**src/design/window_impulse_detector_unit_assert.svh**
```systemverilog
// Assertion macros for the window impulse detector.
// Used by the top level; expects clk_i and rst_ni in scope.
`ifndef WINDOW_IMPULSE_DETECTOR_UNIT_ASSERT_SVH
`define WINDOW_IMPULSE_DETECTOR_UNIT_ASSERT_SVH

// same-cycle implication
`define WID_ASSERT_IMP(label, ante, cons) \
  label: assert property (@(posedge clk_i) disable iff (!rst_ni) (ante) |-> (cons)) \
    else $error("window impulse detector: check failed");

// next-cycle implication
`define WID_ASSERT_NXT(label, ante, cons) \
  label: assert property (@(posedge clk_i) disable iff (!rst_ni) (ante) |=> (cons)) \
    else $error("window impulse detector: check failed");

`endif

```
**src/design/wid_pkg.sv**
```systemverilog
// Shared types and constants of the window impulse detector.
// No dependencies.
package wid_pkg;

  localparam int SAMPLE_W = 16;
  localparam int THRESH_W = 8;
  localparam logic [THRESH_W-1:0] THRESH_RESET = 8'd51;

  // tuser kind codes
  localparam logic KIND_SAMPLE = 1'b0;
  localparam logic KIND_CLEAR  = 1'b1;

  // sequencer to lane strobes
  typedef struct packed {
    logic wr_en;     // write the sample at the write pointer
    logic fill_wr;   // latch the sample as value of the unfilled slots
    logic rd_en;     // walk read
    logic rd_first;  // first slot of the walk
    logic rd_fill;   // slot lies beyond the fill count
    logic mul_en;    // scale sum and extremes
    logic res_load;  // result goes to the output word
  } lane_ctrl_t;

endpackage

```
**src/design/wid_lane.sv**
```systemverilog
// One axis lane: window memory, sum/min/max walk and band check.
// Depends on wid_pkg.
module wid_lane import wid_pkg::*; #(
  parameter int Depth = 32
) (
  input  logic                       clk_i,
  input  logic                       rst_ni,
  input  lane_ctrl_t                 ctrl_i,
  input  logic [$clog2(Depth)-1:0]   wr_addr_i,
  input  logic [$clog2(Depth)-1:0]   rd_addr_i,
  input  logic signed [SAMPLE_W-1:0] sample_i,
  input  logic [THRESH_W-1:0]        thresh_i,
  output logic                       flag_o
);

  localparam int SW    = SAMPLE_W + $clog2(Depth);
  localparam int PW    = SW + 10;
  localparam int Scale = 256 * Depth;

  logic signed [SAMPLE_W-1:0] mem_q [Depth];
  logic signed [SAMPLE_W-1:0] rdata_q, fill_val_q, value;
  logic                       vld_q, first_q, sel_q;
  logic signed [SW-1:0]       sum_q;
  logic signed [SAMPLE_W-1:0] min_q, max_q;
  logic signed [PW-1:0]       lo_q, hi_q, smin_q, smax_q;
  logic signed [9:0]          fac_lo, fac_hi;

  always_ff @(posedge clk_i) begin
    if (ctrl_i.wr_en) begin
      mem_q[wr_addr_i] <= sample_i;
    end
    if (ctrl_i.rd_en) begin
      rdata_q <= mem_q[rd_addr_i];
    end
  end

  always_ff @(posedge clk_i or negedge rst_ni) begin
    if (!rst_ni) begin
      vld_q   <= 1'b0;
      first_q <= 1'b0;
      sel_q   <= 1'b0;
    end else begin
      vld_q   <= ctrl_i.rd_en;
      first_q <= ctrl_i.rd_first;
      sel_q   <= ctrl_i.rd_fill;
    end
  end

  // slots past the fill count all hold the newest sample
  assign value = sel_q ? fill_val_q : rdata_q;

  always_ff @(posedge clk_i) begin
    if (ctrl_i.fill_wr) begin
      fill_val_q <= sample_i;
    end
    if (vld_q) begin
      if (first_q) begin
        sum_q <= SW'(value);
        min_q <= value;
        max_q <= value;
      end else begin
        sum_q <= sum_q + SW'(value);
        if (value < min_q) min_q <= value;
        if (value > max_q) max_q <= value;
      end
    end
    if (ctrl_i.mul_en) begin
      lo_q   <= PW'(sum_q) * PW'(fac_lo);
      hi_q   <= PW'(sum_q) * PW'(fac_hi);
      smin_q <= PW'(min_q) * PW'(Scale);
      smax_q <= PW'(max_q) * PW'(Scale);
    end
  end

  assign fac_lo = 10'sd256 - $signed({2'b00, thresh_i});
  assign fac_hi = 10'sd256 + $signed({2'b00, thresh_i});

  // out of band iff the extremes leave the band
  assign flag_o = (smin_q < lo_q) || (smax_q > hi_q);

endmodule

```
**src/design/wid_ctrl.sv**
```systemverilog
// Sequencer: write pointer, fill count and the window walk.
// Depends on wid_pkg.
module wid_ctrl import wid_pkg::*; #(
  parameter int Depth = 32
) (
  input  logic                     clk_i,
  input  logic                     rst_ni,
  input  logic                     in_valid_i,
  input  logic                     in_clear_i,
  input  logic                     out_free_i,
  output logic                     in_ready_o,
  output lane_ctrl_t               ctrl_o,
  output logic [$clog2(Depth)-1:0] wr_addr_o,
  output logic [$clog2(Depth)-1:0] rd_addr_o
);

  localparam int IW = $clog2(Depth);
  localparam int FW = $clog2(Depth + 1);

  localparam logic [2:0] StIdle  = 3'd0;
  localparam logic [2:0] StWalk  = 3'd1;
  localparam logic [2:0] StDrain = 3'd2;
  localparam logic [2:0] StMul   = 3'd3;
  localparam logic [2:0] StDone  = 3'd4;

  logic [2:0]    state_q, state_d;
  logic [IW-1:0] cnt_q, wp_q;
  logic [FW-1:0] fill_q;
  logic          accept, full, last;

  assign in_ready_o = (state_q == StIdle);
  assign accept     = in_valid_i && in_ready_o;
  assign full       = (fill_q == FW'(Depth));
  assign last       = (cnt_q == IW'(Depth - 1));

  assign wr_addr_o = wp_q;
  assign rd_addr_o = cnt_q;

  always_comb begin
    ctrl_o.wr_en    = accept && !in_clear_i;
    ctrl_o.fill_wr  = accept && !in_clear_i && !full;
    ctrl_o.rd_en    = (state_q == StWalk);
    ctrl_o.rd_first = (cnt_q == '0);
    ctrl_o.rd_fill  = (IW+1)'(cnt_q) >= (IW+1)'(fill_q);
    ctrl_o.mul_en   = (state_q == StMul);
    ctrl_o.res_load = (state_q == StDone) && out_free_i;
  end

  always_comb begin
    state_d = state_q;
    unique case (state_q)
      StIdle:  if (accept && !in_clear_i) state_d = StWalk;
      StWalk:  if (last) state_d = StDrain;
      StDrain: state_d = StMul;
      StMul:   state_d = StDone;
      StDone:  if (out_free_i) state_d = StIdle;
      default: state_d = StIdle;
    endcase
  end

  always_ff @(posedge clk_i or negedge rst_ni) begin
    if (!rst_ni) begin
      state_q <= StIdle;
      cnt_q   <= '0;
      wp_q    <= '0;
      fill_q  <= '0;
    end else begin
      state_q <= state_d;
      if (accept) begin
        cnt_q <= '0;
        if (in_clear_i) begin
          wp_q   <= '0;
          fill_q <= '0;
        end else begin
          wp_q <= (wp_q == IW'(Depth - 1)) ? '0 : wp_q + 1'b1;
          if (!full) fill_q <= fill_q + 1'b1;
        end
      end else if (state_q == StWalk) begin
        cnt_q <= cnt_q + 1'b1;
      end
    end
  end

endmodule

```
**src/design/window_impulse_detector_unit.sv**
```systemverilog
// A sample word runs through the walk, drain, multiply and done states; the done state
// waits for the output to be free. No new sample word is taken until the result is loaded,
// and the walk over the window memories reads one slot per cycle; a clear word gives no result.
// Reset: threshold 51, window empty via the fill count; no clearing pass.
// Top level: config register, three axis lanes, merge and output word.
// Depends on wid_pkg, wid_ctrl, wid_lane and the assertion macro header.
`include "window_impulse_detector_unit_assert.svh"

module window_impulse_detector_unit import wid_pkg::*; #(
  parameter int WINDOW_DEPTH = 32
) (
  input  logic                clk_i,
  input  logic                rst_ni,
  input  logic                cfg_we_i,
  input  logic [THRESH_W-1:0] cfg_wdata_i,     // threshold_q8
  input  logic                s_axis_tvalid_i,
  output logic                s_axis_tready_o,
  input  logic [47:0]         s_axis_tdata_i,  // accel_x, accel_y, accel_z
  input  logic                s_axis_tuser_i,  // kind
  output logic                m_axis_tvalid_o,
  input  logic                m_axis_tready_i,
  output logic [7:0]          m_axis_tdata_o   // twist, zero fill
);

  localparam int IW = $clog2(WINDOW_DEPTH);

  logic [THRESH_W-1:0] thr_q;
  lane_ctrl_t          ctrl;
  logic [IW-1:0]       wr_addr, rd_addr;
  logic [2:0]          lane_flag;
  logic                out_free, in_clear;
  logic                m_valid_q, twist_q;

  always_ff @(posedge clk_i or negedge rst_ni) begin
    if (!rst_ni) begin
      thr_q <= THRESH_RESET;
    end else if (cfg_we_i) begin
      thr_q <= cfg_wdata_i;
    end
  end

  assign in_clear = (s_axis_tuser_i == KIND_CLEAR);
  assign out_free = !m_valid_q || m_axis_tready_i;

  wid_ctrl #(.Depth(WINDOW_DEPTH)) u_ctrl (
    .clk_i      (clk_i),
    .rst_ni     (rst_ni),
    .in_valid_i (s_axis_tvalid_i),
    .in_clear_i (in_clear),
    .out_free_i (out_free),
    .in_ready_o (s_axis_tready_o),
    .ctrl_o     (ctrl),
    .wr_addr_o  (wr_addr),
    .rd_addr_o  (rd_addr)
  );

  for (genvar a = 0; a < 3; a++) begin : g_lane
    wid_lane #(.Depth(WINDOW_DEPTH)) u_lane (
      .clk_i     (clk_i),
      .rst_ni    (rst_ni),
      .ctrl_i    (ctrl),
      .wr_addr_i (wr_addr),
      .rd_addr_i (rd_addr),
      .sample_i  ($signed(s_axis_tdata_i[a*SAMPLE_W +: SAMPLE_W])),
      .thresh_i  (thr_q),
      .flag_o    (lane_flag[a])
    );
  end

  // merge: any axis out of band
  always_ff @(posedge clk_i or negedge rst_ni) begin
    if (!rst_ni) begin
      m_valid_q <= 1'b0;
    end else if (ctrl.res_load) begin
      m_valid_q <= 1'b1;
    end else if (m_axis_tready_i) begin
      m_valid_q <= 1'b0;
    end
  end

  always_ff @(posedge clk_i) begin
    if (ctrl.res_load) begin
      twist_q <= |lane_flag;
    end
  end

  assign m_axis_tvalid_o = m_valid_q;
  assign m_axis_tdata_o  = {7'b0, twist_q};

  `WID_ASSERT_IMP(a_load_free, ctrl.res_load, !m_valid_q || m_axis_tready_i)
  `WID_ASSERT_NXT(a_clear_idle, s_axis_tvalid_i && s_axis_tready_o && in_clear, s_axis_tready_o)
  `WID_ASSERT_NXT(a_sample_busy, s_axis_tvalid_i && s_axis_tready_o && !in_clear, !s_axis_tready_o)

endmodule
```
**config.mk**
```make
export PLATFORM = sky130hd
export DESIGN_NAME = window_impulse_detector_unit
export DESIGN_NICKNAME = d
export VERILOG_FILES = /design/src/design/wid_pkg.sv /design/src/design/wid_lane.sv /design/src/design/wid_ctrl.sv /design/src/design/window_impulse_detector_unit.sv
export VERILOG_INCLUDE_DIRS = /design/src /design/src/design
export SDC_FILE = /design/constraint.sdc
export NUM_CORES = 2
export LEC_CHECK = 0
export BUFFER_PORTS_ARGS = -buffer_cell sky130_fd_sc_hd__buf_2
export CAP_MARGIN = 20
export CORE_MARGIN = 10
export CORE_UTILIZATION = 65
export CTS_BUF_LIST = sky130_fd_sc_hd__clkbuf_8
export CTS_CLUSTER_SIZE = 30
export DETAILED_ROUTE_END_ITERATION = 7
export PLACE_DENSITY = 0.77
export SYNTH_ARGS = -nofsm -noshare
export SYNTH_HDL_FRONTEND = slang
export SYNTH_HIERARCHICAL = 1
export SYNTH_SLANG_ARGS = --single-unit
```
**constraint.sdc**
```tcl
create_clock -name clk_i -period 20.8 [get_ports clk_i]
set_input_delay 2.08 -clock clk_i [delete_from_list [all_inputs] [get_ports clk_i]]
set_output_delay 2.08 -clock clk_i [all_outputs]
set_load 0.005 [all_outputs]
```
==> run metrics <==
DR vias 74000; crit start category flop; crit path max fanout 43; Final ANT Viol Nets 0; worst skew pair latency 1070 ps; crit path cell chain buf_4, nor3_1, xnor2_2, nand2_1, fa_1, inv_1, fa_1, inv_1, fa_1, inv_1, fa_1, inv_1, fa_1, inv_1, ha_1, a2111o_1, a21oi_1, nor4_1, o211ai_1, o21ai_1, nor2_1, o21bai_1, xor2_1; FP Rows 161; prevailing post-synth register cell edfxtp_1; Die ar. 212000 um^2; outcome finished clean; fmax 124 MHz; final WL 290000 um; Initial DRC Count 7213; die width 461 um; synthesized area per cell 14.1 um^2; Worst path slowest cell dfstp_2; DPL Wire Length 195000 um; skew final 81.9 ps; Post-CTS Setup Inserts 0; Worst EP required 21550 ps; worst slew pin tran 1210 ps; final setup violation count 0; Hold-fix buffers, CTS 0; number of global-route vias before repair 79300; RSZ-0062 raised after global routing false; max-slew violations 0; Total GRT Usage 28.1%; core area 193000 um^2; clk buf depth 4; vias per std cell 6.15; Buffers & Inverters on Critical Path 6; sequential fraction of the synthesis area 50.0%; fin crit share 38.6%; PortBufs 64; Starting Density 65.5%; First-pass DRT Iterations 6; Mapped Area 126000 um^2; initial antenna violation count 17; Root Buffer clkbuf_8; Die Height 461 um; Setup CP Type flop to flop; post-synthesis async set-or-reset flop share 1.76%; GPL Wtd Cong 0.894; CTS tree done; Yosys reg bits 2108; fin nets 10900; Setup TNS 0 ps; Post-Syn Instances 8985; min Tclk post-route 8040 ps; share of cells above drive strength 1 14.4%; reg2reg path depth 23; Netlist cell types 106; Crit path largest cell delay 1030 ps; cts repair resizes 0; Top delay family on crit path adder cells; YS warnings 6; max-cap viol count 0; Hold/Removal Path Class flop to flop; largest net degree at the start of global routing 110; drt wl/cell 24.1 um; CTS Buf Count 347; clk sink count 2108; Reg clk slew, reported paths 70 ps; Arrival @ worst endpoint 8780 ps; Area Growth Syn to Fin 7.91%; first-pass GRT wire length 459000 um; CP endpoint kind flop; Rel. slew slack 19.0%; IO Count 72; number of synthesized flops with an enable pin 2071; Worst Hold Depth 0; Hold Vio Cnt, Final 0; Remaining Overflow, GRT 0; cell depth of the worst setup path 23; DRC viols 0; H-tree levels 5
cell usage in the layout (no fill, tap or decap), drive strengths merged, types with 45 or more instances in the layout:
master / instances
a21o: 138
a21oi: 223
and2: 574
buf: 244
clkbuf: 357
clkinv: 105
edfxtp: 2071
fa: 945
ha: 672
inv: 1494
mux2: 100
mux4: 480
nand2: 597
nand2b: 45
nand3: 49
nand4: 56
nor2: 282
nor3: 65
o21ai: 181
xnor2: 179
xor2: 62
sequential cells by signal, summed over array words and instances, names as in the netlist, 63 cells and up:
register and flops:
g_lane.u_lane/mem_q 1536, g_lane.u_lane/lo_q 93, g_lane.u_lane/hi_q 90, g_lane.u_lane/sum_q 63
worst paths after layout:
path | from | end | slack (ps)
max | thr_q[1] | g_lane[1].u_lane/lo_q[23] | 12760
max in group asynchronous | rst_ni | u_ctrl/rd_addr_o[2] | 19010
max reg2reg | thr_q[1] | g_lane[1].u_lane/lo_q[23] | 12760
min | g_lane[0].u_lane/min_q[9] | g_lane[0].u_lane/smin_q[22] | 420
min reg2reg | g_lane[0].u_lane/min_q[9] | g_lane[0].u_lane/smin_q[22] | 420
min in group asynchronous | rst_ni | thr_q[6] | 1170
through the flow:
step	setup WS, ps	area, um^2	instances	utilization [%]	hold WS (ps)
2_1_floorplan	7780	126000	8991	-	421
3_3_place_gp	12960	130000	11400	67.4	431
3_5_place_dp	12790	130000	11400	67.4	435
4_1_cts	12740	136000	12000	70.6	410
5_1_grt	12440	136000	12000	70.6	440
6_report	12760	136000	12000	70.7	420
routing by layer:
metal	routed length [um]	vias to the layer above	share of wire (%)	global-route usage, %
met3	28800	614	9.9	6.02
met2	139000	3588	48	44.8
li1	-	32100	-	-
met5	52	-	0.018	0
met4	9520	8	3.3	9.79
met1	113000	37700	39	39.0
logic make-up after synthesis:
kind of cell | synth area share [%]
buffers and inverters | 5.20
flip-flops | 50.0
AO/OA/AOI/OAI | 4.42
multiplexers | 9.60
XOR/XNOR | 1.67
AND/OR/NAND/NOR | 7.53
other | 0.00297
adder cells (fa/ha/maj) | 21.6
cells in the mapped netlist, drive strengths merged (13+ instances only):
master / instances / area, um^2
or3: 23 / 149
nor3: 65 / 330
o31ai: 20 / 165
and2: 574 / 3590
o2111ai: 16 / 153
buf: 71 / 384
mux2i: 16 / 160
o21a: 38 / 285
a211oi: 37 / 298
mux4: 480 / 10800
xnor2: 179 / 1570
fa: 945 / 18900
ha: 672 / 8410
nand3b: 18 / 135
inv: 1380 / 5180
nor4: 32 / 200
a31oi: 40 / 278
nand2: 597 / 2240
edfxtp: 2071 / 62200
and3: 29 / 181
nor2: 282 / 1060
xor2: 62 / 543
a21oi: 223 / 1130
nor2b: 32 / 200
nand4: 56 / 350
nand2b: 45 / 284
o21bai: 35 / 263
dfrtp: 33 / 826
clkbuf: 258 / 968
mux2: 100 / 1160
o21ai: 181 / 906
nand3: 49 / 245
o211ai: 13 / 103
a21o: 138 / 1040
layout make-up:
type                       instances  area (um^2)
sequential                      2108        63100
clock inverter                   235         1210
tap                             2526         3160
clock buffer                     357         4910
inverter                        1380         5180
fill                           12500        56600
timing repair buffer             244         1840
multi-input combinational       5172        56900
antenna                           10         25.0
Power is not shown: default switching activity piles up to over one toggle a cycle in this logic, so the estimate is an artifact.
